`config.mk`:
```
export PLATFORM = sky130hd
export DESIGN_NAME = tlrs_lerp
export DESIGN_NICKNAME = d
export VERILOG_FILES = /design/src/sv/tlrs_pkg.sv /design/src/sv/tlrs_lerp.sv
export SDC_FILE = /design/constraint.sdc
export NUM_CORES = 1
export LEC_CHECK = 0
export BUFFER_PORTS_ARGS = -buffer_cell sky130_fd_sc_hd__buf_2
export CAP_MARGIN = 20
export CORE_ASPECT_RATIO = 0.75
export CORE_UTILIZATION = 59
export CTS_BUF_LIST = sky130_fd_sc_hd__clkbuf_4 sky130_fd_sc_hd__clkbuf_8 sky130_fd_sc_hd__clkbuf_16
export DETAILED_ROUTE_END_ITERATION = 8
export MAX_ROUTING_LAYER = met4
export PLACE_DENSITY_LB_ADDON = 0.12
export SLEW_MARGIN = 20
export SYNTH_ARGS = -nofsm -noshare
export SYNTH_HDL_FRONTEND = slang
export SYNTH_SLANG_ARGS = --single-unit
```
`constraint.sdc`:
```
create_clock -name clk -period 3.9 [get_ports clk]
set_input_delay 0.585 -clock clk [delete_from_list [all_inputs] [get_ports clk]]
set_output_delay 0.585 -clock clk [all_outputs]
set_load 0.01 [all_outputs]
```
`src/sv/tlrs_pkg.sv`:
```
// ============================================================================
// tlrs_pkg: shared definitions for the reciprocal square root core
// Field widths, operation codes and the stage control record that the
// pipeline passes from the table read stage to the interpolation stage.
// ============================================================================
package tlrs_pkg;

    localparam int OPERAND_W     = 63;
    localparam int ENTRY_INDEX_W = 9;
    localparam int ENTRY_W       = 17;
    localparam int RESULT_W      = 33;
    localparam int MANT_W        = 32;
    localparam int MSB_W         = 6;
    localparam int SHIFT_W       = 6;
    localparam int AMT_W         = 5;

    localparam logic [MANT_W-1:0] MANT_BASE = 32'h4000_0000;
    localparam int                EXP_BIAS  = 31;

    typedef enum logic {
        OP_COMPUTE = 1'b0,
        OP_LOAD    = 1'b1
    } op_t;

    typedef struct packed {
        logic                      valid;
        logic                      zero;
        logic signed [SHIFT_W-1:0] shift;
    } ctl_t;

endpackage

```
`src/sv/tlrs_lerp.sv`:
```
// ============================================================================
// tlrs_lerp: linear interpolation and output scaling
// Registers the slope product of two neighboring table entries, then adds
// the floored step to the lower entry and applies the output shift.
// ============================================================================
module tlrs_lerp #(
    parameter int FRAC_BITS = 23
) (
    input  logic                               clk,
    input  logic                               rst_n,
    input  logic                               en,
    input  tlrs_pkg::ctl_t                     ctl_in,
    input  logic [tlrs_pkg::ENTRY_W-1:0]       lo,
    input  logic [tlrs_pkg::ENTRY_W-1:0]       hi,
    input  logic [FRAC_BITS-1:0]               frac,
    output tlrs_pkg::ctl_t                     ctl_out,
    output logic [tlrs_pkg::RESULT_W-1:0]      value
);

    localparam int DIFF_W = tlrs_pkg::ENTRY_W + 1;
    localparam int PROD_W = DIFF_W + FRAC_BITS + 1;

    tlrs_pkg::ctl_t                  ctl_reg;
    logic [tlrs_pkg::ENTRY_W-1:0]    lo_reg;
    logic signed [PROD_W-1:0]        prod_reg;

    logic signed [DIFF_W-1:0]        diff;
    logic signed [PROD_W-1:0]        prod;
    logic signed [PROD_W-1:0]        step;
    logic signed [PROD_W-1:0]        sum;
    logic [tlrs_pkg::RESULT_W-1:0]   interp;
    logic [tlrs_pkg::AMT_W-1:0]      amt;

    always_comb
    begin
        diff = $signed({1'b0, hi}) - $signed({1'b0, lo});
        prod = PROD_W'(diff) * $signed({1'b0, frac});
    end

    always_ff @(posedge clk or negedge rst_n)
    begin
        if (!rst_n)
        begin
            ctl_reg <= '0;
        end
        else if (en)
        begin
            ctl_reg <= ctl_in;
        end
    end

    always_ff @(posedge clk)
    begin
        if (en)
        begin
            lo_reg   <= lo;
            prod_reg <= prod;
        end
    end

    // The arithmetic shift floors the step, also for a falling slope.
    always_comb
    begin
        step   = prod_reg >>> FRAC_BITS;
        sum    = PROD_W'($signed({1'b0, lo_reg})) + step;
        interp = tlrs_pkg::RESULT_W'(sum[tlrs_pkg::ENTRY_W-1:0]);
        if (ctl_reg.shift < 0)
        begin
            amt   = tlrs_pkg::AMT_W'(-ctl_reg.shift);
            value = interp << amt;
        end
        else
        begin
            amt   = tlrs_pkg::AMT_W'(ctl_reg.shift);
            value = interp >> amt;
        end
        if (ctl_reg.zero)
        begin
            value = '1;
        end
    end

    assign ctl_out = ctl_reg;

endmodule

```
==> results.sh <==
export IMPL_netlist_instances=2131
export IMPL_synth_area_leader_cell="fa_1"
export IMPL_syn_num_nets=2697
export IMPL_fin_skew_ns=0
export IMPL_synth_edf_count=34
export IMPL_fin_ws_ns=-4.27
export IMPL_antenna_left=0
export IMPL_status="finished, violations left"
export IMPL_async_flop_share_pct=19.0
export IMPL_crit_path_end_kind="flip-flop"
export IMPL_die_area_um2=31900
export IMPL_drive_gt1_share_pct=29.0
export IMPL_synth_seq_area_share_pct=6.65
export IMPL_worstPathRequired_ns=3.94
export IMPL_first_pass_iters=5
export IMPL_vias=16575
export IMPL_start_util_pct=60.4
export IMPL_worstSetupPathType="primary input to flip-flop"
export IMPL_cts_path_max_buffers=2
export IMPL_grt_pass1_vias=16860
export IMPL_ys_seq_elements=42
export IMPL_rows=55
export IMPL_fp_coreArea_um2=30400
export IMPL_yosys_area_share_simple_pct=17.0
export IMPL_synth_main_ff_cell="edfxtp_1"
export IMPL_pre_cts_ws_ns=-4.84
export IMPL_dp_hpwl_um=46000
export IMPL_routed_wl_um=56600
export IMPL_gr_total_overflow=0
export IMPL_ys_warn_count=0
export IMPL_muxShareOfSynthArea_pct=3.33
export IMPL_period_minus_slack_ns=8.17
export IMPL_min_path_type="primary input to async pin"
export IMPL_route_detailed_wl_per_inst_um=19.6
export IMPL_grt_max_degree=46
export IMPL_clkSlewWorstSetupHoldPaths_ns=0.07
export IMPL_drc=0
export IMPL_synth_area_per_cell_um2=8.62
export IMPL_synth_top_area_share_pct=36.7
export IMPL_vias_per_cell=5.73
export IMPL_cts_sinks=42
export IMPL_final_period_utilization_pct=209
export IMPL_start_kind="primary input"
export IMPL_synthToLayoutAreaGrowth_pct=28.3
export IMPL_first_iter_violations=1486
export IMPL_cts_root_buffer="clkbuf_16"
export IMPL_synth_compound_area_share_pct=11.6
export IMPL_synth_cell_type_count=89
export IMPL_die_y_um=155
export IMPL_diodes=0
export IMPL_antenna_found_initial=0
export IMPL_cts_buffers=5
export IMPL_grt_use_total_pct=37.3
export IMPL_worstPathArrival_ns=8.21
export IMPL_grt_pass1_wl_um=89700
export IMPL_insertion_delay_ns=0.29
export IMPL_finalWeightedCongestion=1.03
export IMPL_synth_fa_ha_area_share_pct=47.7
export IMPL_rsz0062_at_grt="true"
export IMPL_netlist_top_cells_area="fa_1, ha_1, inv_1"
export IMPL_synthXorXnorAreaFrac_pct=2.17
export IMPL_finalMaxSlewViolations=0
export IMPL_synth_top_family_by_area="adder cells"
export IMPL_synthesis_area_um2=18400
export IMPL_cpMostUsedCell="fa_1"
export IMPL_cp_slowest_stage_delay_ns=0.54
export IMPL_crit_slowest_cell="fa_1"
export IMPL_cts_tree="built"
export IMPL_worst_slew_pin_slew_ns=1.03
export IMPL_h_tree_depth=2
export IMPL_ioPinCount=109
export IMPL_cap_violations=0
export IMPL_fmax_mhz=122
export IMPL_relSlewSlack_pct=31.3
export IMPL_die_w_um=206
export IMPL_n_fill_cell=2120
export IMPL_worstPathMaxFanout=4
export IMPL_violations="negative setup slack"
export IMPL_hold_violations=0
export IMPL_final_net_count=3059
export IMPL_io_buffers=108
export IMPL_setup_viol_count_final=50
what timing repair did:
item | CTS | global route
buffers inserted | 28 | 15
endpoints found under the setup margin | 50 | 50
hold buffers | 0 | 0
pin swaps | 102 | 80
cloned | 1 | 1
resized for setup | 191 | 70
final cells by class:
class                   instances  area [um2]  share of cell area [%]
clock buffers                   5         125                   0.531
inverters                     455        1720                    7.28
flip-flops and latches         42        1220                    5.18
clock inverters                 3        26.3                   0.111
well taps                     399         499                    2.12
repair buffers                457        3670                    15.6
multi-input cells            1532       16300                    69.2
cells in the final DEF (no fill, tap or decap), types with 8 or more instances in the layout:
master and count:
inv_1 440, fa_1 322, buf_4 289, nand2_1 279
ha_1 144, and2_1 107, buf_2 100, nor2_1 69
nand2b_1 44, buf_6 40, a21oi_1 37, edfxtp_1 34
o21ai_0 29, buf_12 26, a21o_1 24, mux2i_1 22
a21oi_2 17, nand3_1 17, xnor2_1 16, nor3b_1 15
nor3_1 15, fa_2 15, inv_2 14, ha_4 14
o21ai_2 13, xor2_1 13, o21ai_1 13, mux2_2 12
xnor2_2 11, o21a_1 11, o211ai_1 11, nand4_1 10
or3_1 8, a211oi_2 8, dfrtp_1 8
worst max-delay path, delay by kind of cell:
kind                       cells  cell delay (ns)
AOI/OAI and AO/OA             13             2.31
xor gates and xnor gates       1             0.23
adders and majority gates      9             3.69
buffers and inverters          9             0.81
and+or+nand+nor                3             0.54
through the flow:
stage          util (%)  instance area [um2]  hold slack [ns]  cells  TNS [ns]
6_report           77.5                23600            0.121   2893    -78.45
5_1_grt            77.5                23600            0.125   2893    -87.03
4_1_cts            76.1                23100            0.123   2877    -70.68
3_5_place_dp       72.2                22000            0.438   2845    -80.45
3_3_place_gp       72.2                22000            0.430   2845    -78.43
2_1_floorplan         -                18700            0.289   2131    -61.79
kinds of logic after synthesis:
| family | Yosys count |
|---|---|
| AND/OR/NAND/NOR | 641 |
| buffers and inverters | 558 |
| adder cells (fa/ha/maj) | 498 |
| multiplexers | 52 |
| AO/OA/AOI/OAI | 297 |
| XOR/XNOR | 43 |
| flip-flops | 42 |
synthesized netlist by cell type (8+ instances only):
master / n
a211oi_1: 16
a21o_1: 25
a21oi_1: 56
a221oi_1: 11
a31oi_1: 9
and2_1: 109
and3_1: 9
buf_1: 8
buf_2: 12
clkbuf_1: 80
dfrtp_1: 8
edfxtp_1: 34
fa_1: 337
ha_1: 161
inv_1: 453
mux2_2: 17
mux2i_1: 29
nand2_1: 288
nand2b_1: 44
nand3_1: 20
nand4_1: 10
nor2_1: 78
nor2b_1: 9
nor3_1: 19
nor3b_1: 17
o211ai_1: 11
o21a_1: 14
o21ai_0: 52
o21bai_1: 8
o221ai_1: 10
or2_2: 8
or3_1: 8
xnor2_1: 26
xor2_1: 15
final timing paths:
check                            from      endpoint  slack [ns]  cells past startpoint
max in group asynchronous       rst_n    ctl_out[1]        3.61                      1
setup / recovery                hi[0]  prod_reg[39]       -4.27                     35
hold reg to reg            ctl_out[7]    ctl_out[7]        0.51                      1
setup reg to reg           ctl_out[0]    ctl_out[0]        2.69                      3
min in group clk                lo[0]     lo_reg[0]        0.46                      1
hold / removal                  rst_n    ctl_out[7]        0.12                      1
layer usage:
layer / GRT usage, % / vias to the layer above / part of all wire, %
li1: - / 7471 / -
met1: 52.5 / 8269 / 43
met2: 57.7 / 736 / 47
met3: 4.83 / 99 / 8.1
met4: 8.36 / 0 / 2.5
met5: - / - / 0
Power is not shown: default switching activity piles up to over one toggle a cycle in this logic, so the estimate is an artifact.
