===== src/sv/tlrs_pkg.sv =====
// ============================================================================
// tlrs_pkg: shared definitions for the reciprocal square root core
// Field widths, operation codes and the stage control record that the
// pipeline passes from the table read stage to the interpolation stage.
// ============================================================================
package tlrs_pkg;

    localparam int OPERAND_W     = 63;
    localparam int ENTRY_INDEX_W = 9;
    localparam int ENTRY_W       = 17;
    localparam int RESULT_W      = 33;
    localparam int MANT_W        = 32;
    localparam int MSB_W         = 6;
    localparam int SHIFT_W       = 6;
    localparam int AMT_W         = 5;

    localparam logic [MANT_W-1:0] MANT_BASE = 32'h4000_0000;
    localparam int                EXP_BIAS  = 31;

    typedef enum logic {
        OP_COMPUTE = 1'b0,
        OP_LOAD    = 1'b1
    } op_t;

    typedef struct packed {
        logic                      valid;
        logic                      zero;
        logic signed [SHIFT_W-1:0] shift;
    } ctl_t;

endpackage


===== src/sv/tlrs_norm.sv =====
// ============================================================================
// tlrs_norm: operand normalization
// Finds the leading one, picks an even shift that brings the mantissa into
// [2^30, 2^32) and returns the mantissa offset and the output shift.
// ============================================================================
module tlrs_norm (
    input  logic [tlrs_pkg::OPERAND_W-1:0]      operand,
    output logic [tlrs_pkg::MANT_W-1:0]         offset,
    output logic signed [tlrs_pkg::SHIFT_W-1:0] half_shift,
    output logic                                is_zero
);

    logic [tlrs_pkg::MSB_W-1:0]   msb;
    logic signed [tlrs_pkg::MSB_W:0] s_raw;
    logic signed [tlrs_pkg::MSB_W:0] s_even;
    logic [tlrs_pkg::MSB_W-1:0]   amt;
    logic [tlrs_pkg::OPERAND_W:0] wide;
    logic [tlrs_pkg::OPERAND_W:0] shifted;

    always_comb
    begin
        msb = '0;
        for (int i = 0; i < tlrs_pkg::OPERAND_W; i++)
        begin
            if (operand[i])
            begin
                msb = tlrs_pkg::MSB_W'(i);
            end
        end
        s_raw  = $signed({1'b0, msb}) - (tlrs_pkg::MSB_W+1)'(tlrs_pkg::EXP_BIAS);
        s_even = s_raw + $signed({{tlrs_pkg::MSB_W{1'b0}}, s_raw[0]});
        wide   = {1'b0, operand};
        if (s_even[tlrs_pkg::MSB_W])
        begin
            amt     = tlrs_pkg::MSB_W'(-s_even);
            shifted = wide << amt;
        end
        else
        begin
            amt     = s_even[tlrs_pkg::MSB_W-1:0];
            shifted = wide >> amt;
        end
        offset     = shifted[tlrs_pkg::MANT_W-1:0] - tlrs_pkg::MANT_BASE;
        half_shift = tlrs_pkg::SHIFT_W'(s_even >>> 1) - tlrs_pkg::SHIFT_W'(1);
        is_zero    = (operand == '0);
    end

endmodule


===== config.mk =====
export PLATFORM = sky130hd
export DESIGN_NAME = tlrs_norm
export DESIGN_NICKNAME = d
export VERILOG_FILES = /design/src/sv/tlrs_pkg.sv /design/src/sv/tlrs_norm.sv
export SDC_FILE = /design/constraint.sdc
export NUM_CORES = 1
export LEC_CHECK = 0
export BUFFER_PORTS_ARGS = -buffer_cell sky130_fd_sc_hd__clkbuf_2
export CORE_MARGIN = 4
export CORE_UTILIZATION = 30
export DETAILED_ROUTE_END_ITERATION = 6
export REMOVE_ABC_BUFFERS = 1
export SLEW_MARGIN = 0
export SYNTH_ARGS = -nofsm -noshare
export SYNTH_HDL_FRONTEND = slang
export SYNTH_SLANG_ARGS = --single-unit

===== constraint.sdc =====
create_clock -name vclk -period 13.9
set_input_delay 2.78 -clock vclk [all_inputs]
set_output_delay 2.78 -clock vclk [all_outputs]
set_load 0.02 [all_outputs]

==> results of run 1 <==
==> stage by stage <==
| stage | cell area, sq um | hold slack, ns |
|---|---|---|
| 2_1_floorplan | 5210 | 5.74 |
| 3_3_place_gp | 6150 | 6.15 |
| 3_5_place_dp | 6150 | 6.14 |
| 4_1_cts | 6150 | 6.15 |
| 5_1_grt | 6150 | 6.17 |
| 6_report | 6150 | 6.17 |
==> layer usage <==
layer | track usage (%) | vias up | part of all wire (%)
li1 | - | 2871 | -
met5 | 0 | - | 0
met2 | 35.2 | 272 | 46
met4 | 6.74 | 0 | 4.1
met1 | 29.3 | 2989 | 43
met3 | 1.34 | 58 | 6.1
==> logic make-up after synthesis <==
logic type,count (synthesis),synth area share [%]
AO/OA/AOI/OAI,156,20.4
XOR/XNOR,9,2.12
adder cells (fa/ha/maj),3,0.684
buffers and inverters,76,6.32
multiplexers,262,51.6
AND/OR/NAND/NOR,201,18.8
==> final cells by class <==
cell class	count	area (sq um)	share of cell area, %
inverters	18	70.1	1.14
multi-input cells	631	5190	84.4
well taps	229	287	4.66
repair buffers	114	601	9.76
==> report_power, final <==
part	leakage [nW]	switching (mW)	internal [mW]	total (mW)
Combinational	2.80	0.454	0.281	0.735
Clock	0	0	0	0
Sequential	0	0	0	0
Total	2.80	0.454	0.281	0.735
==> cell usage after synthesis, drive strengths merged, types with 3 or more instances <==
cell and count:
o22ai 12, and4 3, nor2b 10, xor2 3, mux2 15, a32oi 3, and3 6, o211ai 12
a221o 5, a21oi 28, ha 3, or2 4, nor4 17, o21ai 22, xnor2 6, o21bai 5
a31oi 5, inv 17, nand3 22, o22a 3, mux2i 232, a31o 5, o2bb2ai 10, nand2 46
and2 4, or4 7, buf 31, a211oi 10, clkbuf 27, o31ai 4, nor3 22, nand4 7
mux4 15, o21a 4, a2111oi 3, a21o 4, nor2 47
==> worst max-delay path by stage <==
stage | endpoint | slack, ns
2_1_floorplan | offset[31] | -2.23
3_3_place_gp | offset[1] | 2.78
3_5_place_dp | offset[5] | 2.68
4_1_cts | offset[5] | 2.65
5_1_grt | offset[5] | 2.17
6_report | offset[5] | 2.52
==> results.cfg, run 1 <==
[floorplan]
ioPinCount = 102
initial_core_util_pct = 30.5
rows = 49
dieArea_sq_um = 20500
core_sq_um = 18000
chipWidth_microns = 143
fp.dieH_microns = 143

[placement]
hpwl_microns = 18300
dp.cells = 992
place.gp.congestion = 0.974
io_buffers = 102
pre_cts_slack_ns = 2.68

[sta]
fin_crit_ns = 11.38
drv_slew = 0
slew_headroom_pct = 42.1
setup_viol = 0
fmax_ghz = 0.0878
finalSetupTns_ns = 0
worst_pin_slew_ns = 0.869
fin_crit_sh_pct = 81.9
rsz0062_at_grt = no
hold_viol = 0
timing.final.ws_setup_ns = 2.52

[global_route]
grt_pass1_vias = 5890
grt_max_degree = 60
grt_pass1_wl_microns = 34700
grtUsageTotal_pct = 21.2
antenna_found_initial = 0
gr-total-overflow = 0

[worst_hold_path]
holdCritPathClass = input pin to output pin
min_from = operand[0]
min_to = offset[0]
min_path_cells = 4

[worst_setup_path]
critical-path-top-delay-family = compound AO/OA/AOI/OAI gates
crit_fanout = 23
cp.arrival_ns = 8.60
cp_slowest_cell = nor2_1
crit_path_start_kind = input pin
crit_buf_inv = 5
cp.depth = 21
critical_path.cell_chain = clkbuf_2, inv_2, a2111oi_1, o211ai_1, a31o_1, a32oi_2, inv_1, ha_1, nor3_1, nand3_1, nand3_2, nor2_4, o2111ai_1, and3b_1, or2_1, buf_4, o211a_1, nand2_1, nor2_1, o2bb2ai_1, clkbuf_2
crit_start = operand[26]
crit_top_cell = clkbuf_2
slowest_delay_ns = 0.65
end_kind = output pin
critPathRequiredTime_ns = 11.12
worst-setup-path-type = input pin to output pin

[synth]
ys_warn_count = 0
ys_types = 79
ys_seq_area_share_pct = 0
synthCells = 707
synthTopCellsByArea = mux2i_1 (42%), mux4_2 (6.2%), nand2_1 (3.1%)
netlist_area_sq_um = 5490
synth.largest_area_cell = mux2i_1
avgSynthCellArea_sq_um = 7.76
synth_top_area_share_pct = 42.1

[route]
wl_microns = 23000
vias_per_cell = 6.24
ant_nets = 0
wl_per_cell_microns = 23.2
drtPass1Iterations = 5
drc_errors = 0
drt-initial-drc-count = 638
num_vias = 6190

[power]
power.leakage_nw = 2.80
p_per_area_nw_per_um2 = 119
vdd_drop_max_v = 0.0000481
power_mw = 0.735

[job]
cap_violations = 0

[layout]
final_cell_mix = mux2i_1 (231), clkbuf_2 (102), nand2_1 (46), nor2_1 (45), a21oi_1 (26)
post-route-util_pct = 34.2
syn_to_final_growth_pct = 12.1
seq_area_sq_um = 0
fillCellCount = 1931
seq_cells = 0
n_antenna_cell = 0
nClkBuffers = 0
final_nets = 831
fin_cells = 992
drive_gt1_share_pct = 22.9
layout_commonest_cell = mux2i_1

[run_status]
status = completed

[cts]
cts_resized = 0
postCtsSetupBuffers = 0
hold_buffers = 0
No activity file was read; power rests on OpenSTA's default activity.
==> inputs of run 2 (changes only) <==
ABC_AREA = 1   (was unset)
clock period = 11.8 ns   (was 13.9 ns; I/O delays follow)
==> results.cfg, run 2 <==
[route]
wl_per_cell_microns = 16.1
drc_errors = 0
ant_nets = 0
drtPass1Iterations = 6
vias_per_cell = 5.36
drt-initial-drc-count = 899
wl_microns = 23700
num_vias = 7899

[power]
power_mw = 0.709
vdd_drop_max_v = 0.0000515
power.leakage_nw = 3.28
p_per_area_nw_per_um2 = 116

[cts]
hold_buffers = 0
postCtsSetupBuffers = 0
cts_resized = 0

[synth]
ys_seq_area_share_pct = 0
ys_warn_count = 0
synth.largest_area_cell = nand2_1
netlist_area_sq_um = 5620
yosys.cell_count.top_type = nand2_1
synth_commonest_cells = nand2_1 (516), nand3_1 (160), inv_1 (88)
ys_types = 42
synthTopCellsByArea = nand2_1 (34%), nand3_1 (14%), o211ai_1 (6.8%)
synthCells = 1201
avgSynthCellArea_sq_um = 4.68
synth_top_area_share_pct = 34.5

[sta]
drv_slew = 0
setup_viol = 0
hold_viol = 0
slew_headroom_pct = 41.1
fin_crit_ns = 10.78
worst_pin_slew_ns = 0.882
fin_crit_sh_pct = 91.3
finalSetupTns_ns = 0
rsz0062_at_grt = no
fmax_ghz = 0.0928

[layout]
layout_commonest_cell = nand2_1
final_cell_mix = nand2_1 (514), nand3_1 (160), clkbuf_2 (102), inv_1 (88), nor2_1 (86)
drive_gt1_share_pct = 13.9
fin_cells = 1475
seq_area_sq_um = 0
syn_to_final_growth_pct = 9.33
fillCellCount = 2130
seq_cells = 0
final_nets = 1314
nClkBuffers = 0
n_antenna_cell = 0

[floorplan]
ioPinCount = 102
rows = 49
core_sq_um = 18200
chipWidth_microns = 145
fp.dieH_microns = 145
dieArea_sq_um = 21000
initial_core_util_pct = 30.9

[worst_setup_path]
end_kind = output pin
critical-path-top-delay-family = simple AND/OR/NAND/NOR gates
crit_top_cell = nand2_1
cp.depth = 74
crit_buf_inv = 4
slowest_delay_ns = 0.57
cp.arrival_ns = 8.42
crit_fanout = 68
worst-setup-path-type = input pin to output pin
cp_slowest_cell = buf_4
crit_path_start_kind = input pin
critPathRequiredTime_ns = 9.44

[worst_hold_path]
min_from = operand[62]
min_to = offset[30]
min_path_cells = 5
holdCritPathClass = input pin to output pin

[placement]
place.gp.congestion = 0.953
dp.cells = 1475
io_buffers = 102
hpwl_microns = 19100

[global_route]
gr-total-overflow = 0
grt_max_degree = 69
antenna_found_initial = 0
grt_pass1_vias = 6918
grtUsageTotal_pct = 22.0
grt_pass1_wl_microns = 37500

[run_status]
status = completed

[job]
cap_violations = 0
-- run 2: changes by cell type in the layout (fill, tap and decap cells not counted), moves of 41 or more --
cell,previous run,this run
nand3_1,20,160
nor2_1,45,86
o21ai_0,12,60
nand2_1,46,514
inv_1,12,88
o21ai_1,8,65
mux2i_1,231,1
-- run 2: per-stage QoR --
stage / worst slack, ns / cell area (sq um) / util (%) / hold WS, ns
after floorplan: 0.501 / 5220 / - / 4.90
after global placement: 1.00 / 6140 / 33.7 / 5.27
after detailed placement: 1.03 / 6140 / 33.7 / 5.28
after CTS: 1.02 / 6140 / 33.7 / 5.28
after global routing: 0.0703 / 6140 / 33.7 / 5.30
final: 1.02 / 6140 / 33.7 / 5.27
-- run 2: area by class of cell --
cell class,count,area [sq um],area share [%]
multi-input cells,1032,4850,78.9
repair buffers,115,633,10.3
inverters,99,377,6.13
well taps,229,287,4.66
-- run 2: worst max-delay path by stage --
| stage | start | end |
|---|---|---|
| 2_1_floorplan | operand[2] | offset[31] |
| 3_3_place_gp | operand[2] | offset[31] |
| 3_5_place_dp | operand[2] | offset[31] |
| 4_1_cts | operand[2] | offset[31] |
| 5_1_grt | operand[2] | offset[31] |
| 6_report | operand[2] | offset[20] |
-- run 2: cell families after synthesis --
kind of cell,after synthesis,share of synthesized area (%)
mux,1,0.178
compound gates,206,22.5
xor+xnor,1,0.156
simple gates,821,62.7
buf+inv,169,13.8
fa+ha+maj,3,0.668
-- run 2: layer usage --
metal	vias to the layer above	wire [microns]	global-route usage, %	part of all wire, %
met3	36	2210	2.63	9.3
met5	-	0	0	0
met2	390	10500	36.2	44
met4	0	516	3.58	2.2
li1	4029	-	-	-
met1	3444	10500	31.4	44
-- run 2: report_power, final --
group	leakage, nW	internal [mW]	switching (mW)
registers	0	0	0
clock network	0	0	0
logic	3.28	0.211	0.498
total	3.28	0.211	0.498
